===== config.mk =====
export PLATFORM = sky130hd
export DESIGN_NAME = tds_ram
export DESIGN_NICKNAME = d
export VERILOG_FILES = /design/src/rtl/assert_macros.svh /design/src/rtl/tds_ram.sv
export SDC_FILE = /design/constraint.sdc
export NUM_CORES = 2
export LEC_CHECK = 0
export BUFFER_PORTS_ARGS = -buffer_cell sky130_fd_sc_hd__buf_4
export CAP_MARGIN = 20
export CORE_ASPECT_RATIO = 1.1
export CORE_MARGIN = 2
export CORE_UTILIZATION = 30
export DETAILED_ROUTE_END_ITERATION = 10
export GPL_TIMING_DRIVEN = 0
export SKIP_CTS_REPAIR_TIMING = 1
export SYNTH_ARGS = -nofsm -noshare
export SYNTH_HDL_FRONTEND = slang
export SYNTH_SLANG_ARGS = --single-unit

===== constraint.sdc =====
create_clock -name clk -period 5.8 [get_ports clk]
set_input_delay 1.16 -clock clk [delete_from_list [all_inputs] [get_ports clk]]
set_output_delay 1.16 -clock clk [all_outputs]
set_load 0.005 [all_outputs]

===== src/rtl/assert_macros.svh =====
// assertion macros shared by the rtl
`ifndef ASSERT_MACROS_SVH
`define ASSERT_MACROS_SVH
// property must hold on every clock edge outside reset
`define CHECK_ALWAYS(label, prop, msg) \
    label: assert property (@(posedge clk) disable iff (!rst_n) (prop)) else $error(msg);
// antecedent implies consequent on the next edge
`define CHECK_NEXT(label, ante, cons, msg) \
    label: assert property (@(posedge clk) disable iff (!rst_n) (ante) |=> (cons)) \
        else $error(msg);
`endif


===== src/rtl/tds_ram.sv =====
// generic single-port-write, registered-read ram
module tds_ram #(
    parameter int Width = 32,
    parameter int Depth = 64
) (
    input  logic                     clk,
    input  logic                     we,
    input  logic [$clog2(Depth)-1:0] waddr,
    input  logic [Width-1:0]         wdata,
    input  logic [$clog2(Depth)-1:0] raddr,
    output logic [Width-1:0]         rdata
);
    logic [Width-1:0] mem [Depth];

    always_ff @(posedge clk)
    begin
        if (we)
            mem[waddr] <= wdata;
        rdata <= mem[raddr];
    end
endmodule


======== Yosys cells after proc, flatten, opt, wreduce, memory -nomap -nowiden ========
Memory sizes are Yosys's and may differ from the RTL's. A register that Yosys moved wholly into a read port is not among the register bits.
Cells that the tools add are included.
word-level totals
  flip-flop bits (word level) ............. 0
  bits in writable memories ............... 2048
  output and inout port bits .............. 32
  word-level logic and storage cells ...... 3
  memories kept ........................... 1
cells by class
  muxes and demuxes ....................... 2
memories
  name  words  bits a word  read ports  clocked after Yosys merged registers in  write ports  RTL line       source
  mem   64     32           1           1                                        1            tds_ram.sv:13  logic [Width-1:0] mem [Depth];
operator list
  operator  count
  $mux 1    2

======== Longest topological paths before layout ========
  word-level depth ........................ 2
  gate-level depth with buffers ........... 10
  gate-level depth less buffers ........... 5

======== Worst setup path before layout ========
No wires, ideal clock.
  path kind ............................... in2reg
  start ................................... input waddr[3]
  end ..................................... memory mem[48][0], enable pin
  path slack .............................. 1480 ps
  data arrival time ....................... 3859 ps
  setup time .............................. 461 ps
  stages on the path ...................... 4
  required time ........................... 5339 ps
  cell sequence ........................... clkbuf_1 -> nor2b_1 -> nand4b_1 -> nor3_1
RTL lines
  what         RTL line       source
  from (decl)  tds_ram.sv:8   input logic [$clog2(Depth)-1:0] waddr,
  to (decl)    tds_ram.sv:13
Straight into the memory's write port.

==> out/metrics.cfg <==
[worst_setup_path]
start_kind=primary input
worstSetupEndpointType=flop
critPathMaxFanout=10
critPathKind=primary input to flop
worst-endpoint-required_ns=6.53
cp.arrival_ns=5.61

[synth]
synthSimpleGateAreaFrac=0.0127
synth.most_common_cell=edfxtp_1
async_flop_share=0
synth_area_per_cell_sq_um=23.6
yosys.area.top_type=edfxtp_1
synth_seq_cells=2080
syn_inst=3324
synth.net_count=3370
ys.flop_type=edfxtp_1
synth_warnings=0
synth_common_cells=edfxtp_1, mux4_2, nor2_1
synth_xor_area_frac=0
synthMuxAreaShare=0.168
syn_area_sq_um=78500
synth_top_area_frac=0.783
synth_top_family_by_area=multiplexers
ys_seq_area_frac=0.791
synthDistinctLibCells=34
synth_edf_count=2048
synth_adder_area_share=0
synth_area_leaders=edfxtp_1, mux4_2, mux2i_1, dfxtp_1, o22ai_1
synth-compound-area-share=0.0167

[cts]
clockRootBuffer=clkbuf_16
clk_pin_slew_ns=0.07
tritoncts=yes
cts_sinks=2080
clockBufferDepth=4
htreeDepth=4
clock_latency_ns=0.92
cts-buffers-inserted=208

[place]
dp.final_hpwl_um=157000
placed_cell_area_sq_um=86100
io_buffers=69
place.gp.congestion=0.862

[drt]
drt-initial-drc-count=5818
drt-total-wl_um=241000
postRouteAntennaNets=0
viasPerCell=5.29
drt_pass1_iterations=5
drc=0
wl_per_cell_um=32.8
vias=38900

[hold_path]
hp-class=primary input to flop

[timing]
setup_tns_ns=0
fin_crit_ns=4.88
max_freq_mhz=205
final-hold-violation-count=0
rsz0062_at_grt=no
setup_viol=0
drv_slew=0
post-route-period-util=0.841
clock_skew_ns=0.126
slew_headroom=0.131
tightest_slew_ns=1.30
finalHoldWorstSlack_ns=0.814

[finish]
drive_gt1_frac=0.300
final_cell_area_sq_um=92800
n_fill_cell=23500
ff_latch_area_sq_um=62100
syn_to_final_growth_pct=18.1
multiInputGateArea_sq_um=16000
nets=3761

[global_route]
antenna_found_initial=34
grt_max_degree=65
groute.usage.overall=0.177
grt_overflow=0
grt_pass1_vias=38500
grt_pass1_wl_um=324000

[floorplan]
pin_count=78
fp.dieW_um=492
fp.dieArea_sq_um=266000
initial_core_util=0.302
design.core.area_sq_um=260000
die_h_um=541
rows=196

[power_and_ir_drop]
vdd_drop_max_mv=0.269
power_leakage_nw=28.4
power.density_nw_per_um2=343

[run]
drv_cap=0

[outcome]
status=finished clean

layer usage:
metal / wire length (um) / track usage
met3: 23500 / 0.0396
met4: 14400 / 0.0987
met2: 117000 / 0.290
met5: 264 / 0.00561
met1: 85500 / 0.216
critical path: stages:
cell and delay, ns:
buf_2 0.42, buf_2 0.45, buf_2 0.40, clkbuf_1 0.93, mux4_2 0.39, mux2i_1 0.08, a21oi_1 0.88, a21oi_1 0.41
nor2_1 0.45
cell families (layout without fill, tap and decap cells):
logic type	after synthesis	after routing
compound gates	202	202
buf+inv	182	721
flops	2080	2080
mux	637	637
other cells	0	24
simple gates	223	223
registers in the layout, summed over array words and instances (netlist names):
| signal | cells |
|---|---|
| mem | 2048 |
| rdata | 32 |
through the flow:
stage	util	setup WS, ns	power (mW)	instances
global placement	0.321	-1.89	18.7	6858
floorplan	-	1.48	17.8	3324
detailed placement	0.331	0.167	18.8	6965
CTS	0.357	1.05	32.0	7323
finish	0.357	0.922	31.8	7352
global route	0.357	1.06	32.6	7349
final cells by class:
type | instances | area share
antenna | 24 | 0.000647
buffer | 182 | 0.00955
clock buffer | 245 | 0.0578
clock inverter | 113 | 0.0130
multi-input combinational | 1062 | 0.172
sequential | 2080 | 0.670
tap | 3465 | 0.0467
timing repair buffer | 181 | 0.0303
worst paths after layout:
| path | from | end | slack (ns) | depth (start not counted) |
|---|---|---|---|---|
| worst max-delay path | raddr[1] | rdata[15] | 0.92 | 9 |
| worst min-delay path | wdata[4] | mem[2][4] | 0.81 | 1 |
| worst max register to register | mem[27][18] | rdata[18] | 2.95 | 4 |
| worst min register to register | mem[12][20] | rdata[20] | 1.03 | 4 |
cells in the final DEF (no fill, tap or decap), types with 45 or more instances in the layout:
master / Yosys / layout
nor2_1: 137 / 75
clkbuf_1: 74 / 110
o22ai_1: 84 / 84
buf_2: 57 / 57
mux4_2: 544 / 544
clkinv_1: 0 / 45
buf_4: 25 / 95
clkbuf_16: 0 / 209
buf_12: 0 / 56
mux2i_1: 93 / 93
edfxtp_1: 2048 / 2048
nor2_4: 0 / 62
a21oi_1: 62 / 62
power breakdown:
group	switching, mW	internal, mW	total [mW]	leakage, nW
clock	5.67	7.63	13.3	3.21
sequential	0.0311	16.6	16.7	18.7
combinational	1.22	0.610	1.83	6.47
Note: power is estimated with default switching activity, not from simulation.
