==> config.mk <==
export PLATFORM = sky130hd
export DESIGN_NAME = tds_arith
export DESIGN_NICKNAME = d
export VERILOG_FILES = /design/src/rtl/assert_macros.svh /design/src/rtl/tds_pkg.sv /design/src/rtl/tds_arith.sv
export SDC_FILE = /design/constraint.sdc
export NUM_CORES = 1
export LEC_CHECK = 0
export CORE_ASPECT_RATIO = 0.9
export CORE_MARGIN = 4
export CORE_UTILIZATION = 40
export CTS_BUF_LIST = sky130_fd_sc_hd__clkbuf_8
export DETAILED_ROUTE_END_ITERATION = 7
export DONT_BUFFER_PORTS = 1
export PLACE_DENSITY_LB_ADDON = 0.2
export SLEW_MARGIN = 20
export SYNTH_ARGS = -nofsm -noshare
export SYNTH_HDL_FRONTEND = slang
export SYNTH_SLANG_ARGS = --single-unit
==> constraint.sdc <==
create_clock -name clk -period 6.39 [get_ports clk]
set_input_delay 0.639 -clock clk [delete_from_list [all_inputs] [get_ports clk]]
set_output_delay 0.639 -clock clk [all_outputs]
set_load 0.01 [all_outputs]
==> src/rtl/assert_macros.svh <==
// assertion macros shared by the rtl
`ifndef ASSERT_MACROS_SVH
`define ASSERT_MACROS_SVH
// property must hold on every clock edge outside reset
`define CHECK_ALWAYS(label, prop, msg) \
    label: assert property (@(posedge clk) disable iff (!rst_n) (prop)) else $error(msg);
// antecedent implies consequent on the next edge
`define CHECK_NEXT(label, ante, cons, msg) \
    label: assert property (@(posedge clk) disable iff (!rst_n) (ante) |=> (cons)) \
        else $error(msg);
`endif

==> src/rtl/tds_pkg.sv <==
// package for the tridiagonal solver: word types, limits and helpers
package tds_pkg;
    localparam int MaxRowsDef  = 64;
    localparam int FracBitsDef = 16;
    localparam int WordW       = 32;
    localparam int IdxW        = 6;

    typedef struct packed {
        logic signed [WordW-1:0] sub_coef;
        logic signed [WordW-1:0] diag_coef;
        logic signed [WordW-1:0] super_coef;
        logic signed [WordW-1:0] rhs_value;
        logic                    last_row;
    } in_word_t;

    typedef struct packed {
        logic signed [WordW-1:0] x_value;
        logic [IdxW-1:0]         x_index;
        logic                    last_out;
        logic                    div_fault;
        logic                    saturated;
    } out_word_t;

    // arithmetic unit operations
    typedef enum logic [1:0] {
        OP_MUL = 2'd0,
        OP_DIV = 2'd1
    } op_t;

    typedef struct packed {
        logic sat;
        logic dz;
    } flags_t;

    // clamp a 33-bit difference to 32 bits, clamp flag in the top bit
    function automatic logic [WordW:0] sat_sub(input logic signed [WordW-1:0] a,
                                               input logic signed [WordW-1:0] b);
        logic signed [WordW:0] d;
        d = {a[WordW-1], a} - {b[WordW-1], b};
        if (d > $signed({2'b00, {(WordW-1){1'b1}}}))
            return {1'b1, 1'b0, {(WordW-1){1'b1}}};
        else if (d < $signed({2'b11, {(WordW-1){1'b0}}}))
            return {1'b1, 1'b1, {(WordW-1){1'b0}}};
        return {1'b0, d[WordW-1:0]};
    endfunction
endpackage

==> src/rtl/tds_arith.sv <==
// bit-serial fixed-point multiply and divide unit, rounded and saturated
module tds_arith
    import tds_pkg::*;
#(
    parameter int FracBits = FracBitsDef
) (
    input  logic                    clk,
    input  logic                    rst_n,
    input  logic                    start,
    input  op_t                     op,
    input  logic signed [WordW-1:0] a,
    input  logic signed [WordW-1:0] b,
    output logic                    done,
    output logic signed [WordW-1:0] result,
    output flags_t                  flags
);
    localparam int AccW = 2*WordW + 2;
    localparam int DivSteps = WordW + FracBits;
    localparam int CntW = $clog2(DivSteps + 1);

    logic              busy_reg, busy_next;
    op_t               op_reg, op_next;
    logic              neg_reg, neg_next;
    logic [CntW-1:0]   cnt_reg, cnt_next;
    logic [AccW-1:0]   acc_reg, acc_next;     // product or quotient
    logic [AccW-1:0]   rem_reg, rem_next;     // partial remainder
    logic [AccW-1:0]   sh_reg, sh_next;       // shifted multiplicand / dividend
    logic [WordW-1:0]  mb_reg, mb_next;       // multiplier bits / divisor
    logic              done_reg, done_next;
    logic signed [WordW-1:0] res_reg, res_next;
    flags_t            fl_reg, fl_next;

    logic [WordW-1:0]  ma, mbv;
    logic [AccW-1:0]   trial, mag, rnd;

    assign ma  = a[WordW-1] ? WordW'(-a) : WordW'(a);
    assign mbv = b[WordW-1] ? WordW'(-b) : WordW'(b);

    always_comb
    begin
        busy_next = busy_reg;
        op_next   = op_reg;
        neg_next  = neg_reg;
        cnt_next  = cnt_reg;
        acc_next  = acc_reg;
        rem_next  = rem_reg;
        sh_next   = sh_reg;
        mb_next   = mb_reg;
        done_next = 1'b0;
        res_next  = res_reg;
        fl_next   = '0;
        trial     = '0;
        mag       = '0;
        rnd       = '0;
        if (start)
        begin
            op_next  = op;
            neg_next = a[WordW-1] ^ b[WordW-1];
            acc_next = '0;
            rem_next = '0;
            if (op == OP_MUL)
            begin
                sh_next  = AccW'(ma);
                mb_next  = mbv;
                cnt_next = CntW'(WordW);
                busy_next = 1'b1;
            end
            else if (b == '0)
            begin
                res_next  = '0;
                fl_next.dz = 1'b1;
                done_next = 1'b1;
            end
            else
            begin
                // dividend magnitude scaled, plus half divisor for rounding
                sh_next  = (AccW'(ma) << FracBits) + AccW'(mbv >> 1);
                mb_next  = mbv;
                cnt_next = CntW'(DivSteps + 1);
                busy_next = 1'b1;
            end
        end
        else if (busy_reg)
        begin
            if (op_reg == OP_MUL)
            begin
                if (mb_reg[0])
                    acc_next = acc_reg + sh_reg;
                sh_next = sh_reg << 1;
                mb_next = mb_reg >> 1;
            end
            else
            begin
                // restoring division, one quotient bit a cycle, msb first
                trial = {rem_reg[AccW-2:0], sh_reg[DivSteps]};
                sh_next = sh_reg << 1;
                if (trial >= AccW'(mb_reg))
                begin
                    rem_next = trial - AccW'(mb_reg);
                    acc_next = {acc_reg[AccW-2:0], 1'b1};
                end
                else
                begin
                    rem_next = trial;
                    acc_next = {acc_reg[AccW-2:0], 1'b0};
                end
            end
            cnt_next = cnt_reg - 1'b1;
            if (cnt_reg == CntW'(1))
            begin
                busy_next = 1'b0;
                done_next = 1'b1;
                if (op_reg == OP_MUL)
                begin
                    rnd = acc_next + (AccW'(1) << (FracBits - 1));
                    mag = rnd >> FracBits;
                end
                else
                    mag = acc_next;
                if (neg_reg)
                begin
                    if (mag > (AccW'(1) << (WordW - 1)))
                    begin
                        res_next = {1'b1, {(WordW-1){1'b0}}};
                        fl_next.sat = 1'b1;
                    end
                    else
                        res_next = WordW'(-mag);
                end
                else if (mag > AccW'({1'b0, {(WordW-1){1'b1}}}))
                begin
                    res_next = {1'b0, {(WordW-1){1'b1}}};
                    fl_next.sat = 1'b1;
                end
                else
                    res_next = WordW'(mag);
            end
        end
    end

    always_ff @(posedge clk or negedge rst_n)
    begin
        if (!rst_n)
        begin
            busy_reg <= 1'b0;
            done_reg <= 1'b0;
            fl_reg   <= '0;
        end
        else
        begin
            busy_reg <= busy_next;
            done_reg <= done_next;
            fl_reg   <= fl_next;
        end
    end

    always_ff @(posedge clk)
    begin
        op_reg  <= op_next;
        neg_reg <= neg_next;
        cnt_reg <= cnt_next;
        acc_reg <= acc_next;
        rem_reg <= rem_next;
        sh_reg  <= sh_next;
        mb_reg  <= mb_next;
        res_reg <= res_next;
    end

    assign done   = done_reg;
    assign result = res_reg;
    assign flags  = fl_reg;
endmodule

# Word level (Yosys, flattened, before mapping)
# Cells that the tools add are included.
# classes
addsub,8
n_lt_le_gt_ge,3
eq_ne,4
muxes,50
n_bitwise,2
n_reduce_logical,10
# ops
cell,count
66-bit two-way mux,12
32-bit two-way mux,15
32-bit negator,3
66-bit by 16-bit adder with 66-bit output (second input constant),1
66-bit adder,1
66-bit by 32-bit greater-or-equal comparator with 1-bit output,1
66-bit by 31-bit greater-than comparator with 1-bit output (second input constant),1
66-bit by 32-bit greater-than comparator with 1-bit output (second input constant),1
65-bit two-way mux,1
65-bit by 32-bit subtractor with 65-bit output,1
48-bit by 31-bit adder with 49-bit output,1
32-bit logical NOT,1
6-bit two-way mux,4
1-bit two-way mux,18
6-bit by 1-bit == test with 1-bit output (second input constant),1
2-bit nonzero test,3
6-bit by 1-bit subtractor with 6-bit output (second input constant),1
2-bit logical NOT,2
2-bit AND reduction,2
4-bit AND reduction,1
3-bit inequality test (second input constant),1
3-bit AND reduction,1
2-bit by 1-bit inequality test with 1-bit output (second input constant),1
2-bit inequality test (second input constant),1
2 further kinds,2
# word_totals
register_bits,274
inputBits,69
output_inout_bits,35
word_cells,89

# Longest topological paths before layout
# Gate-level depths: netlist of the first run.
# depth
depth_word,16
depth_mapped,26
mapped_depth_nobuf,26

# Worst setup path after synthesis of the first run
# OpenSTA, ideal clock, no wires.
# synth_timing
path_type,input-to-reg
start,input b[7]
end,"register sh_reg[46], data pin"
setup_ns,0.267
arrival_ns,5.476
t_required_ns,6.123
setup_slack_ns,0.647
cell_stages,25
path_buffers,0
path_cell_list,or4_1 nor4_1 nand3_1 or2_2 inv_1 nand2_1 o21ai_0 xor2_1 fa_1 nor2b_1 o21ai_0 a21boi_0 o21ai_0 a21boi_0 o21ai_0 a21boi_0 o21ai_0 a21boi_0 o21ai_0 a21boi_0 o2111a_1 o21ai_1 nor3_1 xor2_1 o31ai_1
# synth_via
elab_chain_cells,6
# synth_rtl
element,line,text
start: declaration,tds_arith.sv:12,"input logic signed [WordW-1:0] b,"
32-bit negator,tds_arith.sv:37,assign mbv = b[WordW-1] ? WordW'(-b) : WordW'(b);
32-bit two-way mux *,tds_arith.sv:37,
48-bit by 31-bit adder with 49-bit output *,tds_arith.sv:77,sh_next = (AccW'(ma) << FracBits) + AccW'(mbv >> 1);
66-bit two-way mux *,tds_arith.sv:68,else if (b == '0)
66-bit two-way mux *,tds_arith.sv:61,if (op == OP_MUL)
66-bit two-way mux *,tds_arith.sv:55,if (start)
via sh_next[46],tds_arith.sv:27,"logic [AccW-1:0] sh_reg, sh_next;"
end signal: assignment,tds_arith.sv:164,sh_reg <= sh_next;
end: declaration,tds_arith.sv:27,
# The timed path passes the listed nets; every way through them passes the cells marked *. The select of a mux whose other input is x is not followed.
# A chain may end at the register's enable or synchronous reset.

# Worst setup path in the final report of the first run
# layout_timing
start,register acc_reg[0]
end,"register res_reg[6] (netlist: result[6]), data pin"
# layout_via
elab_chain_cells,16
# layout_rtl
element,line,text
start: declaration,tds_arith.sv:25,"logic [AccW-1:0] acc_reg, acc_next;"
start signal: assignment,tds_arith.sv:162,acc_reg <= acc_next;
66-bit adder,tds_arith.sv:88,acc_next = acc_reg + sh_reg;
66-bit two-way mux,tds_arith.sv:87,if (mb_reg[0])
66-bit two-way mux *,tds_arith.sv:85,if (op_reg == OP_MUL)
66-bit two-way mux *,tds_arith.sv:83,else if (busy_reg)
66-bit two-way mux *,tds_arith.sv:55,
66-bit by 16-bit adder with 66-bit output,tds_arith.sv:115,rnd = acc_next + (AccW'(1) << (FracBits - 1));
66-bit two-way mux *,tds_arith.sv:113,if (op_reg == OP_MUL)
66-bit two-way mux *,tds_arith.sv:109,if (cnt_reg == CntW'(1))
66-bit two-way mux *,tds_arith.sv:83,
66-bit two-way mux *,tds_arith.sv:55,
"66-bit by 31-bit greater-than comparator with 1-bit output, or another cell as far along",tds_arith.sv:130,"else if (mag > AccW'({1'b0, {(WordW-1){1'b1}}}))"
"32-bit two-way mux, on equally long branches","tds_arith.sv:130, tds_arith.sv:122",
32-bit two-way mux *,tds_arith.sv:120,if (neg_reg)
32-bit two-way mux *,tds_arith.sv:109,
32-bit two-way mux *,tds_arith.sv:83,
32-bit two-way mux *,tds_arith.sv:55,
end signal: assignment,tds_arith.sv:166,res_reg <= res_next;
end: declaration,tds_arith.sv:30,"logic signed [WordW-1:0] res_reg, res_next;"
# Mark *: on every way between the ends. The rest lies on a longest branch, timed or not. The select of a mux whose other input is x is not followed.

==> results.toml, run 1 <==
[run_status]
status = "finished clean"

[critical_path]
cp.buffers_inverters = 4
critical_path_required_ps = 6880
worst_setup_path_start_kind = "flop"
rrSetupSlack_ps = 200
rr_startpoint = "acc_reg[0]"
worstSetupPathType = "reg2reg"
path_max_fanout = 7
critical_path.most_common_cell = "buf_4"
worst_path_dominant_cell_family = "simple AND/OR/NAND/NOR gates"
crit_chain = "ha_1, inv_1, fa_1, nand2b_1, a21o_1, a211o_4, and3b_2, o21ai_2, nand4b_4, or3_4, or4_4, or4b_4, or2_1, o2111a_1, or3_1, o211a_1, nand4_1, buf_4, buf_4, nor2_1, buf_4, a2111oi_1"
worstPathArrival_ps = 6680
cp-end-kind = "flop"
r2r_cells = 22
max_stage_delay_ps = 570
slowest_stage = "or4_4"
rr_endpoint = "result[6]"

[synthesis]
netlist_instances = 3255
synth_ff_type = "edfxtp_1"
synth-seq-cells = 274
synth_fp_nets = 3445
avgSynthCellArea_um2 = 7.72
seq_area_frac_synth = 0.275
synth_area_leader_cell = "edfxtp_1"
synth_edf_count = 139
synth_common_cells = "nor2_1, nand2_1, a21oi_1, o21ai_0, clkbuf_1"
synth_area_mm2 = 0.0251
synth.distinct_cells = 111
yosys.cell_count.top_type = "nor2_1"
yosys_warnings = 0
synth_top_area_share = 0.166
ys_top_cells_by_area = "edfxtp_1, dfxtp_1, ha_1, nor2_1, a21oi_1"
async_reset_ff_frac = 0.0146

[placed_design]
dpl_cell_area_mm2 = 0.0270
io_buffers = 0
place.gp.congestion = 0.966
dp_hpwl_um = 76500

[global_routing]
use_met2 = 0.450
grt_usage = 0.285
grt_max_degree = 245
top_usage_layer = "met2"
grt_overflow = 0
grt_pass1_wl_um = 151000
gr-usage-met3 = 0.0493
grt_pass1_vias = 25100
grt_use_met1 = 0.390
antenna_found_initial = 1

[timing]
slew_headroom = 0.239
finClkSkew_ps = 60.7
fin_crit_ps = 6190
max_freq_mhz = 162
fin_hold_ws_ps = 73.9
hold_viol = 0
fin_crit_sh = 0.968
worst_pin_slew_ps = 1140
slew_violations = 0
setup_viol = 0

[floorplanning]
die_width_um = 272
pin_count = 104
num_rows = 86
die_h_um = 246
initial_core_util = 0.407
die-area_mm2 = 0.0669
core_area_mm2 = 0.0617

[route]
wl_per_cell_um = 23.7
final_antenna_net_count = 0
via_per_inst = 6.26
dr.pass1.iters = 6
dr.first_iter.drc_count = 2722
route.detailed.drc = 0
wirelength_um = 99700
vias = 26400

[min_path]
whs_path_depth = 0
worstHoldStart = "start"
min_path_type = "in2reg"
whs_endpoint = "op_reg[1]"

[final_layout]
design_area_mm2 = 0.0284
syn2layout_area_growth_pct = 12.9
drive_gt1_frac = 0.125
fin_nets = 3519

[pwr]
peakVddDrop_v = 0.000237
p_per_area_mw_per_mm2 = 289
leakage_nw = 10.9

[clocking]
cts-root-buf = "clkbuf_8"
clk_latency_ps = 710
clock_sinks = 274
cts_inserted_buffers = 53
cts.clk_slew.worst_paths_ps = 60
cts_buffer_depth = 3
cts_tree = "done"
htree_levels = 2

[run]
cap_violations = 0
## what timing repair did
item                                    4_1_cts  5_1_grt
gates cloned                                  0        0
hold endpoints to repair                      7        0
endpoints found under the setup margin       28       33
hold buffers                                  4        0
pin swaps                                     0        9
resized for setup                             5       30
buffers inserted                              0       12
## where the power goes
group / switching [mW] / total (mW) / leakage [nW] / internal [mW]
registers: 0.277 / 2.43 / 2.58 / 2.15
logic: 2.41 / 3.91 / 7.70 / 1.50
clock network: 0.881 / 1.87 / 0.626 / 0.988
## kinds of logic (layout without fill, tap and decap cells)
kind of cell               Yosys count  after routing  synth area share
and+or+nand+nor                   1289           1289             0.255
other                                0              1                 0
adders and majority gates          121            121            0.0612
xor gates and xnor gates           192            192            0.0669
DFF                                274            274             0.275
muxes                               57             57            0.0232
AOI/OAI and AO/OA                 1031           1031             0.273
buffers and inverters              291            410            0.0459
## routing by layer
layer,wire [um],vias to the layer above,part of all wire
met4,4080,0,0.041
li1,-,12300,-
met1,43800,12700,0.44
met5,0,-,0
met2,43800,1158,0.44
met3,8040,205,0.081
## cell type report
cell class	instances	area, um2
Timing Repair Buffer	219	1690
Clock inverter	44	320
Sequential cell	274	6900
Multi-Input combinational cell	2690	17300
Fill cell	6241	33300
Clock buffer	56	771
Tap cell	836	1050
Inverter	91	343
Antenna cell	1	2.50
## per-stage QoR
stage	TNS [ps]	utilization	cells	setup slack (ps)	total power [mW]
after floorplan	0	-	3255	647	5.05
after global placement	-2890	0.437	4094	-131	6.18
after detailed placement	-3380	0.438	4094	-178	6.22
after CTS	0	0.456	4198	8.95	8.13
after global routing	-76.0	0.460	4211	-31.4	8.74
final	0	0.460	4211	203	8.20
## cells in the final DEF (no fill, tap or decap), types with 38 or more instances in the layout
cell,count
nand3_1,91
o21ai_0,229
nand2_1,319
buf_4,212
or3_1,45
o31ai_1,43
nor3_1,127
mux2i_1,47
edfxtp_1,139
a21oi_1,257
o21a_1,43
nor4_1,41
ha_1,118
a21o_1,54
a211oi_1,62
xnor2_1,117
dfxtp_1,130
o211ai_1,38
nand4_1,65
inv_1,105
clkbuf_8,56
xor2_1,74
nor2_1,353
## worst max path at each step
| stage | startpoint | to | slack (ps) | cells past startpoint |
|---|---|---|---|---|
| 2_1_floorplan | b[7] | sh_reg[46] | 650 | 25 |
| 3_3_place_gp | sh_reg[12] | result[26] | -130 | 17 |
| 3_5_place_dp | sh_reg[12] | result[25] | -180 | 17 |
| 4_1_cts | sh_reg[12] | result[26] | 9 | 17 |
| 5_1_grt | acc_reg[0] | result[1] | -30 | 25 |
| 6_report | acc_reg[0] | result[6] | 200 | 22 |
No activity file was read; power rests on OpenSTA's default activity.
==> run 2, diff against run 1 <==
--- a/config.mk
+++ b/config.mk
@@ -5,13 +5,17 @@
 export SDC_FILE = /design/constraint.sdc
 export NUM_CORES = 1
 export LEC_CHECK = 0
+export CELL_PAD_IN_SITES_DETAIL_PLACEMENT = 0
+export CELL_PAD_IN_SITES_GLOBAL_PLACEMENT = 1
 export CORE_ASPECT_RATIO = 0.9
 export CORE_MARGIN = 4
 export CORE_UTILIZATION = 40
 export CTS_BUF_LIST = sky130_fd_sc_hd__clkbuf_8
 export DETAILED_ROUTE_END_ITERATION = 7
 export DONT_BUFFER_PORTS = 1
+export GPL_ROUTABILITY_DRIVEN = 0
 export PLACE_DENSITY_LB_ADDON = 0.2
+export RECOVER_POWER = 50
 export SLEW_MARGIN = 20
 export SYNTH_ARGS = -nofsm -noshare
 export SYNTH_HDL_FRONTEND = slang
==> run 2 against run 1 <==
Against the previous run:
- the flow now finishes with violations (max-capacitance violations, max-slew violations)
- wire length is 3.3% lower
- setup slack better by 63 ps
- die area stayed put
- cell area is 1.0% lower
- power is 0.82% higher
- sequential power hardly changed
- global-route usage is 0.97 points lower
- cell count is 1.1% lower
- clock skew is 20 ps lower
- largest cell class unchanged
==> results.toml, run 2 (synthesized netlist as in run 1, its figures left out) <==
[critical_path]
rr_endpoint = "result[18]"
worstSetupPathType = "reg2reg"
rrSetupSlack_ps = 270
cp-end-kind = "flop"
r2r_cells = 20
worstPathArrival_ps = 6510
critical_path_required_ps = 6780
path_max_fanout = 17
worst_setup_path_start_kind = "flop"
rr_startpoint = "sh_reg[6]"

[route]
dr.first_iter.drc_count = 2945
route.detailed.drc = 0
wl_per_cell_um = 23.1
wirelength_um = 96400
via_per_inst = 6.27
vias = 26100
final_antenna_net_count = 0
dr.pass1.iters = 6

[floorplanning]
die_width_um = 272
die_h_um = 246
num_rows = 86
pin_count = 104
die-area_mm2 = 0.0669
initial_core_util = 0.407
core_area_mm2 = 0.0617

[global_routing]
antenna_found_initial = 2
grt_pass1_wl_um = 146000
grt_max_degree = 245
grt_overflow = 0
grt_pass1_vias = 24000
grt_usage = 0.275

[pwr]
swShare = 0.431
combPwrFrac = 0.468
pwr-share-clk = 0.235
p_per_area_mw_per_mm2 = 295
cellInternalPower_mw = 4.71
seq_power_share = 0.296
leakage_nw = 10.7
peakVddDrop_v = 0.000159
total_power_mw = 8.27
p_switching_mw = 3.56

[timing]
fin_crit_sh = 0.958
setup_viol = 0
finClkSkew_ps = 41.0
slew_headroom = -1.64
fin_ws_ps = 267
worst_pin_slew_ps = 3970
fin_crit_ps = 6120
hold_viol = 0
max_freq_mhz = 163
grt_setup_unrepaired = "false"
slew_violations = 123

[final_layout]
fillers = 6194
final_cells = 4164
final_cell_mix = "nor2_1, nand2_1, a21oi_1, o21ai_0, buf_4"
drive_gt1_frac = 0.113
syn2layout_area_growth_pct = 11.7
final_common_cell = "nor2_1"
fin_nets = 3472

[placed_design]
dp_hpwl_um = 73300
numPlacedInstances = 4060
dp_slack_ps = -156
io_buffers = 0

[clocking]
clock_sinks = 274
cts_tree = "done"
cts_inserted_buffers = 53
cts-root-buf = "clkbuf_8"
cts.clk_slew.worst_paths_ps = 60
htree_levels = 2
cts_buffer_depth = 3
clk_latency_ps = 680

[min_path]
whs_path_depth = 0
worstHoldStart = "op[0]"
whs_endpoint = "op_reg[0]"
min_path_type = "in2reg"

[run_status]
violations = "max-capacitance violations, max-slew violations"
status = "finished with violations"

[run]
cap_violations = 2
[run 2: cell count changes in the layout (fill, tap and decap cells not counted), sizes merged]
| cell | delta |
|---|---|
| buf | -53 |
| bufinv | -1 |
| inv | -3 |
| dlygate4sd3 | -3 |
| clkbuf | +20 |
| clkinv | -7 |
[run 2: layout make-up]
type / count / area, um2 / share of cell area
Clock buffer: 67 / 922 / 0.0328
Inverter: 91 / 343 / 0.0122
Tap cell: 836 / 1050 / 0.0373
Antenna cell: 1 / 2.50 / 0.0000891
Sequential cell: 274 / 6900 / 0.246
Multi-Input combinational cell: 2690 / 17300 / 0.616
Timing Repair Buffer: 172 / 1320 / 0.0470
Clock inverter: 33 / 241 / 0.00860
[run 2: critical path, cell delays in order, from the launching register on]
cell and delay (ps):
edfxtp_1 430, ha_1 400, a21o_1 250, a311oi_1 430, or3_4 240, a31oi_4 130
a31oi_1 370, xnor2_1 180, buf_4 170, a221oi_1 110, or4_1 660, or4_4 630
or4_4 500, a211oi_2 180, or3_1 130, o211a_1 150, nand4_1 120, buf_6 200
buf_4 150, nor3_1 250, o32ai_2 120
[run 2: metrics by stage]
| step | utilization | hold WS, ps | TNS [ps] | cell area [um2] |
|---|---|---|---|---|
| global route | 0.455 | 13.1 | 0 | 28100 |
| detailed placement | 0.434 | 343 | -2870 | 26700 |
| global placement | 0.434 | 344 | -452 | 26700 |
| CTS | 0.453 | 37.7 | 0 | 27900 |
| floorplan | - | 343 | 0 | 25100 |
| finish | 0.455 | 85.7 | 0 | 28100 |
[run 2: power by group through the flow]
stage	clock network, mW	registers, mW	logic [mW]
after floorplan	0	2.35	2.70
after global placement	0	2.46	3.70
after detailed placement	0	2.47	3.73
after CTS	1.99	2.44	3.76
after global routing	2.08	2.48	4.23
final	1.95	2.45	3.87
[run 2: how the worst max path moves through the flow]
stage | startpoint | to | slack (ps)
4_1_cts | sh_reg[19] | result[2] | 30
5_1_grt | sh_reg[34] | flags[1] | 10
3_5_place_dp | sh_reg[19] | result[18] | -160
2_1_floorplan | b[7] | sh_reg[46] | 650
6_report | sh_reg[6] | result[18] | 270
3_3_place_gp | sh_reg[19] | result[29] | -60
[run 2: per-layer routing]
metal  GRT usage  part of all wire  vias up
met2       0.394              0.40     1296
li1            -                 -    12200
met1       0.414              0.47    12400
met5           0                 0        -
met4      0.0717             0.029        0
met3      0.0627              0.10      157
[run 2: repair_timing]
item,in CTS,in global routing
setup buffers,0,2
resized for setup,3,35
setup endpoints to repair,32,33
pin swaps,0,8
hold endpoints to repair,4,0
hold buffers,1,0
